$ cat src/ckrb_pkg.sv
// Shared constants, codes and the result record for the colour-key rectangle blitter.
// Depends on nothing; every other file of the block refers to it by scoped names.
package ckrb_pkg;

	localparam int SCREEN_WIDTH = 320;
	localparam int SCREEN_BYTES = 64000;

	// Field widths of the request and result channels
	localparam int X_W     = 9;
	localparam int Y_W     = 8;
	localparam int WIDTH_W = 9;
	localparam int HEIGHT_W = 8;
	localparam int PITCH_W = 11;
	localparam int PIXEL_W = 8;
	localparam int ADDR_W  = 16;
	localparam int SRC_W   = 18;

	// Linear destination address before truncation: wide enough for the furthest
	// corner plus every row step and column, so the off-screen test is exact.
	localparam int LIN_W = 18;

	typedef enum logic {
		OP_START = 1'b0,
		OP_PIXEL = 1'b1
	} opcode_t;

	typedef struct packed {
		logic [ADDR_W-1:0]  write_addr;
		logic [SRC_W-1:0]   read_offset;
		logic               layer_out;
		logic [PIXEL_W-1:0] pixel_out;
		logic               write_enable;
		logic               off_screen;
		logic               last_pixel;
	} result_t;

endpackage

$ cat src/ckrb_req_if.sv
// Request channel of the blitter: valid/ready handshake with start and pixel fields.
// Depends on ckrb_pkg for the field widths.
interface ckrb_req_if;
	logic                            valid;
	logic                            ready;
	logic                            opcode;
	logic [ckrb_pkg::X_W-1:0]        dest_x;
	logic [ckrb_pkg::Y_W-1:0]        dest_y;
	logic [ckrb_pkg::WIDTH_W-1:0]    rect_width;
	logic [ckrb_pkg::HEIGHT_W-1:0]   rect_height;
	logic [ckrb_pkg::PITCH_W-1:0]    source_pitch;
	logic                            key_mode;
	logic                            target_layer;
	logic [ckrb_pkg::PIXEL_W-1:0]    pixel_in;

	modport source (
		output valid, opcode, dest_x, dest_y, rect_width, rect_height, source_pitch,
		       key_mode, target_layer, pixel_in,
		input  ready
	);
	modport sink (
		input  valid, opcode, dest_x, dest_y, rect_width, rect_height, source_pitch,
		       key_mode, target_layer, pixel_in,
		output ready
	);
endinterface

$ cat src/ckrb_res_if.sv
// Result channel of the blitter: valid/ready handshake with one pixel write per pixel request of a running blit.
// Depends on ckrb_pkg for the field widths.
interface ckrb_res_if;
	logic                          valid;
	logic                          ready;
	logic [ckrb_pkg::ADDR_W-1:0]   write_addr;
	logic [ckrb_pkg::SRC_W-1:0]    read_offset;
	logic                          layer_out;
	logic [ckrb_pkg::PIXEL_W-1:0]  pixel_out;
	logic                          write_enable;
	logic                          off_screen;
	logic                          last_pixel;

	modport source (
		output valid, write_addr, read_offset, layer_out, pixel_out, write_enable,
		       off_screen, last_pixel,
		input  ready
	);
	modport sink (
		input  valid, write_addr, read_offset, layer_out, pixel_out, write_enable,
		       off_screen, last_pixel,
		output ready
	);
endinterface

$ cat src/ckrb_ctrl.sv
// Blit control: latches the rectangle on a start request, walks column and row counters
// and forms the result of each pixel request. Depends on ckrb_pkg and ckrb_req_if.
module ckrb_ctrl (
	input  logic                 clk,
	input  logic                 arst_n,
	ckrb_req_if.sink             req,
	input  logic                 space,
	output logic                 res_valid,
	output ckrb_pkg::result_t    res_data
);

	logic                              active_q;
	logic [ckrb_pkg::WIDTH_W-1:0]      col_q;
	logic [ckrb_pkg::HEIGHT_W-1:0]     row_q;
	logic [ckrb_pkg::LIN_W-1:0]        dest_base_q;
	logic [ckrb_pkg::SRC_W-1:0]        src_base_q;
	logic [ckrb_pkg::WIDTH_W-1:0]      width_q;
	logic [ckrb_pkg::HEIGHT_W-1:0]     height_q;
	logic [ckrb_pkg::PITCH_W-1:0]      pitch_q;
	logic                              key_mode_q;
	logic                              layer_q;

	logic                              accept;
	logic                              is_start;
	logic                              pixel_go;
	logic [ckrb_pkg::LIN_W-1:0]        lin_addr;
	logic [ckrb_pkg::SRC_W-1:0]        src_addr;
	logic                              off;
	logic                              skip;
	logic                              last_col;
	logic                              last;
	logic [ckrb_pkg::LIN_W-1:0]        start_base;

	assign req.ready = space;
	assign accept    = req.valid && space;
	assign is_start  = (ckrb_pkg::opcode_t'(req.opcode) == ckrb_pkg::OP_START);
	assign pixel_go  = accept && !is_start && active_q;

	assign lin_addr = dest_base_q + ckrb_pkg::LIN_W'(col_q);
	assign src_addr = src_base_q + ckrb_pkg::SRC_W'(col_q);
	assign off      = (lin_addr >= ckrb_pkg::LIN_W'(ckrb_pkg::SCREEN_BYTES));
	assign skip     = key_mode_q && (req.pixel_in == '0);
	assign last_col = ({1'b0, col_q} + (ckrb_pkg::WIDTH_W+1)'(1)) >= {1'b0, width_q};
	assign last     = last_col
		&& (({1'b0, row_q} + (ckrb_pkg::HEIGHT_W+1)'(1)) >= {1'b0, height_q});

	// Constant multiply by the screen width reduces to shifts and adds
	assign start_base = ckrb_pkg::LIN_W'(req.dest_y) * ckrb_pkg::LIN_W'(ckrb_pkg::SCREEN_WIDTH)
		+ ckrb_pkg::LIN_W'(req.dest_x);

	always_comb begin
		res_valid             = pixel_go;
		res_data.write_addr   = lin_addr[ckrb_pkg::ADDR_W-1:0];
		res_data.read_offset  = src_addr;
		res_data.layer_out    = layer_q;
		res_data.pixel_out    = req.pixel_in;
		res_data.write_enable = !off && !skip;
		res_data.off_screen   = off;
		res_data.last_pixel   = last;
	end

	always_ff @(posedge clk or negedge arst_n) begin
		if (!arst_n) begin
			active_q    <= 1'b0;
			col_q       <= '0;
			row_q       <= '0;
			dest_base_q <= '0;
			src_base_q  <= '0;
			width_q     <= '0;
			height_q    <= '0;
			pitch_q     <= '0;
			key_mode_q  <= 1'b0;
			layer_q     <= 1'b0;
		end else if (accept && is_start) begin
			width_q     <= req.rect_width;
			height_q    <= req.rect_height;
			pitch_q     <= req.source_pitch;
			key_mode_q  <= req.key_mode;
			layer_q     <= req.target_layer;
			dest_base_q <= start_base;
			src_base_q  <= '0;
			col_q       <= '0;
			row_q       <= '0;
			active_q    <= (req.rect_width != '0) && (req.rect_height != '0);
		end else if (pixel_go) begin
			if (last) begin
				active_q <= 1'b0;
				col_q    <= '0;
				row_q    <= '0;
			end else if (last_col) begin
				col_q       <= '0;
				row_q       <= row_q + ckrb_pkg::HEIGHT_W'(1);
				dest_base_q <= dest_base_q + ckrb_pkg::LIN_W'(ckrb_pkg::SCREEN_WIDTH);
				src_base_q  <= src_base_q + ckrb_pkg::SRC_W'(pitch_q);
			end else begin
				col_q <= col_q + ckrb_pkg::WIDTH_W'(1);
			end
		end
	end

endmodule

$ cat src/ckrb_out_reg.sv
// Result register: holds one finished pixel write until the sink takes it.
// Depends on ckrb_pkg and ckrb_res_if.
module ckrb_out_reg (
	input  logic                 clk,
	input  logic                 arst_n,
	input  logic                 in_valid,
	input  ckrb_pkg::result_t    in_data,
	output logic                 space,
	ckrb_res_if.source           res
);

	logic                 valid_q;
	ckrb_pkg::result_t    data_q;

	// Load whenever the register is empty or being drained this cycle
	assign space = !valid_q || res.ready;

	always_ff @(posedge clk or negedge arst_n) begin
		if (!arst_n) begin
			valid_q <= 1'b0;
		end else if (space) begin
			valid_q <= in_valid;
		end
	end

	always_ff @(posedge clk) begin
		if (space && in_valid) begin
			data_q <= in_data;
		end
	end

	assign res.valid        = valid_q;
	assign res.write_addr   = data_q.write_addr;
	assign res.read_offset  = data_q.read_offset;
	assign res.layer_out    = data_q.layer_out;
	assign res.pixel_out    = data_q.pixel_out;
	assign res.write_enable = data_q.write_enable;
	assign res.off_screen   = data_q.off_screen;
	assign res.last_pixel   = data_q.last_pixel;

endmodule

$ cat src/color_key_rect_blitter.sv
// Top level of the colour-key rectangle blitter for a 320-pixel, 8-bit frame buffer.
// Depends on ckrb_pkg, ckrb_req_if, ckrb_res_if, ckrb_ctrl and ckrb_out_reg.
//
//   channel  direction  handshake      carries
//   req      in         valid/ready    start (corner, size, pitch, mode, layer) or pixel
//   res      out        valid/ready    write address, source offset, pixel, flags
//
// One request is taken every cycle while the result register is empty or draining.
// A pixel request's result appears on res in the cycle after acceptance; a start request,
// or a pixel request arriving with no blit running, gives no result.
// Reset clears the blit state and empties the result register; the block is idle after.
// A stall on res holds the result register, and req.ready falls in the same cycle.
module color_key_rect_blitter (
	input  logic        clk,
	input  logic        arst_n,
	ckrb_req_if.sink    req,
	ckrb_res_if.source  res
);

	logic                 space;     // result register can take a new entry
	logic                 res_valid; // accepted pixel request that yields a write
	ckrb_pkg::result_t    res_data;

	// Counters, latched rectangle and per-pixel address arithmetic
	ckrb_ctrl u_ctrl (
		.clk       (clk),
		.arst_n    (arst_n),
		.req       (req),
		.space     (space),
		.res_valid (res_valid),
		.res_data  (res_data)
	);

	// Hold each result until the sink takes it
	ckrb_out_reg u_out_reg (
		.clk      (clk),
		.arst_n   (arst_n),
		.in_valid (res_valid),
		.in_data  (res_data),
		.space    (space),
		.res      (res)
	);

endmodule

$ cat src/flat_wrapper.sv
// flat-port wrapper written by rule: the top's interface ports become plain ports
module color_key_rect_blitter_flat 
  (clk, arst_n, req_valid, req_opcode, req_dest_x, req_dest_y, req_rect_width, req_rect_height, req_source_pitch, req_key_mode, req_target_layer, req_pixel_in, req_ready, res_valid, res_write_addr, res_read_offset, res_layer_out, res_pixel_out, res_write_enable, res_off_screen, res_last_pixel, res_ready);
  ckrb_req_if req_i ();
  ckrb_res_if res_i ();
  input  logic clk;
  input  logic arst_n;
  input wire logic [$bits(req_i.valid)-1:0] req_valid;
  input wire logic [$bits(req_i.opcode)-1:0] req_opcode;
  input wire logic [$bits(req_i.dest_x)-1:0] req_dest_x;
  input wire logic [$bits(req_i.dest_y)-1:0] req_dest_y;
  input wire logic [$bits(req_i.rect_width)-1:0] req_rect_width;
  input wire logic [$bits(req_i.rect_height)-1:0] req_rect_height;
  input wire logic [$bits(req_i.source_pitch)-1:0] req_source_pitch;
  input wire logic [$bits(req_i.key_mode)-1:0] req_key_mode;
  input wire logic [$bits(req_i.target_layer)-1:0] req_target_layer;
  input wire logic [$bits(req_i.pixel_in)-1:0] req_pixel_in;
  output wire logic [$bits(req_i.ready)-1:0] req_ready;
  output wire logic [$bits(res_i.valid)-1:0] res_valid;
  output wire logic [$bits(res_i.write_addr)-1:0] res_write_addr;
  output wire logic [$bits(res_i.read_offset)-1:0] res_read_offset;
  output wire logic [$bits(res_i.layer_out)-1:0] res_layer_out;
  output wire logic [$bits(res_i.pixel_out)-1:0] res_pixel_out;
  output wire logic [$bits(res_i.write_enable)-1:0] res_write_enable;
  output wire logic [$bits(res_i.off_screen)-1:0] res_off_screen;
  output wire logic [$bits(res_i.last_pixel)-1:0] res_last_pixel;
  input wire logic [$bits(res_i.ready)-1:0] res_ready;
  assign req_i.valid = req_valid;
  assign req_i.opcode = req_opcode;
  assign req_i.dest_x = req_dest_x;
  assign req_i.dest_y = req_dest_y;
  assign req_i.rect_width = req_rect_width;
  assign req_i.rect_height = req_rect_height;
  assign req_i.source_pitch = req_source_pitch;
  assign req_i.key_mode = req_key_mode;
  assign req_i.target_layer = req_target_layer;
  assign req_i.pixel_in = req_pixel_in;
  assign req_ready = req_i.ready;
  assign res_valid = res_i.valid;
  assign res_write_addr = res_i.write_addr;
  assign res_read_offset = res_i.read_offset;
  assign res_layer_out = res_i.layer_out;
  assign res_pixel_out = res_i.pixel_out;
  assign res_write_enable = res_i.write_enable;
  assign res_off_screen = res_i.off_screen;
  assign res_last_pixel = res_i.last_pixel;
  assign res_i.ready = res_ready;
  color_key_rect_blitter u_core (.clk(clk), .arst_n(arst_n), .req(req_i), .res(res_i));
endmodule
$ cat config.mk
export PLATFORM = sky130hd
export DESIGN_NAME = color_key_rect_blitter_flat
export DESIGN_NICKNAME = d
export VERILOG_FILES = /design/src/ckrb_pkg.sv /design/src/ckrb_req_if.sv /design/src/ckrb_res_if.sv /design/src/ckrb_ctrl.sv /design/src/ckrb_out_reg.sv /design/src/color_key_rect_blitter.sv /design/src/flat_wrapper.sv
export SDC_FILE = /design/constraint.sdc
export NUM_CORES = 1
export LEC_CHECK = 0
export BUFFER_PORTS_ARGS = -buffer_cell sky130_fd_sc_hd__buf_2
export CORE_MARGIN = 2
export CORE_UTILIZATION = 55
export DETAILED_ROUTE_END_ITERATION = 10
export PLACE_DENSITY_LB_ADDON = 0.08
export SYNTH_ARGS = -nofsm -noshare
export SYNTH_HDL_FRONTEND = slang
export SYNTH_HIERARCHICAL = 1
export SYNTH_SLANG_ARGS = --single-unit
$ cat constraint.sdc
create_clock -name clk -period 5.3 [get_ports clk]
set_input_delay 1.06 -clock clk [delete_from_list [all_inputs] [get_ports clk]]
set_output_delay 1.06 -clock clk [all_outputs]
set_load 0.05 [all_outputs]
==> metrics.txt <==
status=finished clean; R2R Path Start=u_core/u_ctrl/col_q[1]; Worst Setup Start Kind=flip-flop; Via density=between 5 and 6; CP cell instances=ha_1 > nand3_1 > nor2_1 > xor2_1 > ha_1 > a211o_1 > o311a_1 > o211ai_1 > a22o_1 > o311ai_0 > o41ai_1; met3 Track Usage GR=0.0540; drt total wl=about 18,000 um; n_diodes=0; Comb power frac=0.308; Worst Path Max Fanout=33; Seq pwr share=0.371; WL per Instance=about 16 um; worst endpoint required time=between 5 and 6 ns; I/O pin cnt=between 100 and 150; Placement Setup Slack=roughly 1.3 ns; GR peak layer=met2; Chip Width=between 100 and 150 um; Power Internal=2.57 mW; worst setup margin=1.21 ns; setup bufs post-CTS=0; R2R cell count=11; latest clock arrival within the worst-skew pair=0.43 ns; Mapped Cells=just over 800; Final Util=0.650; total net switching power=around 1.4 mW; DR pass1 iterations=5; met2 Use GR=0.419; Worst Skew=between 0.02 and 0.025 ns; design area=~9000 um^2; Post-Syn Area per Cell=a little under 10 um^2; final max-slew violation count=0; RSZ-0062 raised after global routing=no; capturing point of the worst reg2reg path=u_core/u_ctrl/src_base_q[12]; max incr delay on CP=a little over 1 ns; vias after detailed routing=around 6,300; NumNets Final=roughly 1,000; area share of the largest cell type after synthesis=0.273; clock power share=0.321; crit path capture=u_core/u_ctrl/src_base_q[12]; hpwl dp=~13,000 um; Syn-to-layout area delta=15.7%; Peak VDD IR=about 0.29 mV; Total GRT Usage=0.255; Worst-path clk slew=about 0.06 ns; met1 usage=0.334; post-synth cell types=60; Arr. time, crit path=4.40 ns; Hold WC Path Type=reg2reg; post-synthesis sequential area ratio=0.450; Slew @ Worst Pin=approximately 1.2 ns; max_slew headroom=0.185; CP max-delay cell=a22o_1; 1st-iter DRT viols=just under 500; initial antenna violation count=0; Post-synth ARST share=0.649; endpoints failing setup=0; GP Congestion=about 0.9; clock buffer depth=2; kind of critical path=reg2reg; Initial Util=0.562; switch share=0.350; CTS resizes=0; fmax=245 MHz; Ys Warns=6; share of cells above drive strength 1=0.172; cell mode on critical path=ha_1; Net Count, Synth=roughly 940; total CTS buffers=17; Core Area=roughly 14,000 um^2; TritonCTS clock tree=built; EDFF count, synth=46; H-Tree Depth=4; area post-placement=8390 um^2; Max-Cap Viols=0; die area=15,100 um^2; CTS root buf=clkbuf_16; Main synth FF type=dfrtp_1; Site Rows=43; setup TNS=0 ns; min cycle time layout=4.09 ns; Worst Setup SP=u_core/u_ctrl/col_q[1]; largest net degree at the start of global routing=75; vias in the first global route=6,176; hold-fix buffers at CTS=0; top post-synthesis cells by area=dfrtp_1, edfxtp_1, ha_1, nand2_1, o21ai_0; Power Total=just under 4 mW; Syn Std Cell Area=about 8000 um^2; static leakage=approximately 4.2 nW; post-synth top area cell=dfrtp_1; flops & latches, synth=131; Final Hold Fails=0; Post-route DRC=0; first-pass GRT wire length=about 30,000 um; fillers=~1,100; IO buf count=approximately 110; number of clock sinks=roughly 130; Final Cycle Share=0.771; R2R setup slack=around 1.2 ns; Remaining Overflow, GRT=0; crit end category=flip-flop; Power Dens Cells=roughly 440 nW/um^2; die height=123 um; Post-DRT Antenna Nets=0
-- cells in the mapped netlist (3+ instances only) --
master,count
nand4_1,9
a21oi_1,46
ha_1,64
nor4_1,4
a31oi_1,9
nand2_1,130
a31o_2,5
or3_1,4
nand3_1,17
buf_4,14
or4_1,5
o22ai_1,7
or2_2,4
inv_1,40
nor2_1,47
nor2b_1,7
dfrtp_1,85
o21ai_0,64
nor3_1,14
nor3b_1,4
a22o_1,7
o221ai_1,3
o31ai_1,5
xnor2_1,34
a21o_1,14
clkbuf_1,16
o211ai_1,3
nand2b_1,10
buf_1,6
and3_1,13
xor2_1,27
fa_1,5
o21a_1,5
edfxtp_1,46
a211oi_1,4
-- final cells by class --
cell class / instances / area [um^2] / share of cell area
inverter: 40 / 150 / 0.0166
timing repair buffer: 109 / 553 / 0.0613
clock inverter: 14 / 210 / 0.0233
tap: 180 / 225 / 0.0249
multi-input combinational: 600 / 3950 / 0.438
sequential: 131 / 3510 / 0.389
clock buffer: 18 / 429 / 0.0475
-- cells in the final DEF, fill, tap and decap left out, types with 4 or more instances in the layout --
| cell | instances |
|---|---|
| xnor2_1 | 34 |
| bufinv_16 | 5 |
| or4_1 | 5 |
| clkbuf_16 | 17 |
| a211oi_1 | 4 |
| nor4_1 | 4 |
| a21oi_1 | 46 |
| a31o_2 | 5 |
| nor2_1 | 46 |
| or2_2 | 4 |
| a21o_1 | 14 |
| a22o_1 | 7 |
| nor2b_1 | 7 |
| dfrtp_1 | 85 |
| nand3_1 | 17 |
| ha_1 | 64 |
| xor2_1 | 27 |
| nor3_1 | 14 |
| nand2b_1 | 10 |
| o22ai_1 | 7 |
| and3_1 | 13 |
| nand2_1 | 130 |
| o31ai_1 | 5 |
| fa_1 | 5 |
| buf_2 | 106 |
| o21ai_0 | 64 |
| edfxtp_1 | 46 |
| nor3b_1 | 4 |
| nand4_1 | 9 |
| o21a_1 | 5 |
| or3_1 | 4 |
| a31oi_1 | 9 |
| inv_1 | 40 |
-- registers in the layout, indices dropped and copies added, names as in the netlist, 8 cells and up --
| name | flops |
|---|---|
| u_core/u_ctrl/src_base_q | 18 |
| u_core/u_out_reg/res.write_addr | 16 |
| u_core/u_ctrl/dest_base_q | 18 |
| u_core/u_ctrl/pitch_q | 11 |
| u_core/u_ctrl/height_q | 8 |
| u_core/u_out_reg/res.pixel_out | 8 |
| u_core/u_ctrl/col_q | 9 |
| u_core/u_out_reg/res.read_offset | 18 |
| u_core/u_ctrl/row_q | 8 |
| u_core/u_ctrl/width_q | 9 |
-- metrics by stage --
| stage | std cells | hold slack, ns |
|---|---|---|
| CTS | 1092 | 0.446 |
| floorplan | 809 | 0.438 |
| global route | 1092 | 0.478 |
| global placement | 1060 | 0.429 |
| finish | 1092 | 0.444 |
| detailed placement | 1060 | 0.450 |
-- critical path: cells and delay by family, from the launching register on --
kind | cells | cell delay (ns)
xor+xnor | 1 | 0.11
simple gates | 2 | 0.38
fa+ha+maj | 2 | 0.49
flops | 1 | 0.50
compound gates | 6 | 2.47
-- per-layer routing --
layer  vias up  share of wire
li1       3045              -
met1      3025           0.45
met2       204           0.48
met3        32          0.050
met4         0          0.021
met5         -              0
-- worst min path at each step --
stage,startpoint,to,slack [ns],cells after the start
finish,u_core/u_ctrl/layer_q,u_core/u_out_reg/res.layer_out,0.44,0
global route,u_core/u_ctrl/layer_q,u_core/u_out_reg/res.layer_out,0.48,0
CTS,u_core/u_ctrl/layer_q,u_core/u_out_reg/res.layer_out,0.45,0
detailed placement,u_core/u_ctrl/layer_q,u_core/u_out_reg/res.layer_out,0.45,0
global placement,u_core/u_ctrl/layer_q,u_core/u_out_reg/res.layer_out,0.43,0
floorplan,u_core/u_ctrl/key_mode_q,u_core/u_ctrl/key_mode_q,0.44,2
-- power by group through the flow --
stage / Clock [mW] / Combinational, mW / Sequential, mW
2_1_floorplan: 0 / 0.841 / 1.52
3_3_place_gp: 0 / 1.16 / 1.47
3_5_place_dp: 0 / 1.20 / 1.48
4_1_cts: 1.29 / 1.21 / 1.46
5_1_grt: 1.34 / 1.35 / 1.50
6_report: 1.27 / 1.22 / 1.47
-- kinds of logic after synthesis --
logic type / after synthesis / share of synthesized area
adders and majority gates: 69 / 0.115
xor gates and xnor gates: 61 / 0.0685
AOI/OAI and AO/OA: 192 / 0.156
DFF: 131 / 0.450
buffers and inverters: 78 / 0.0446
and+or+nand+nor: 278 / 0.166
(Power assumes the default switching activity.)
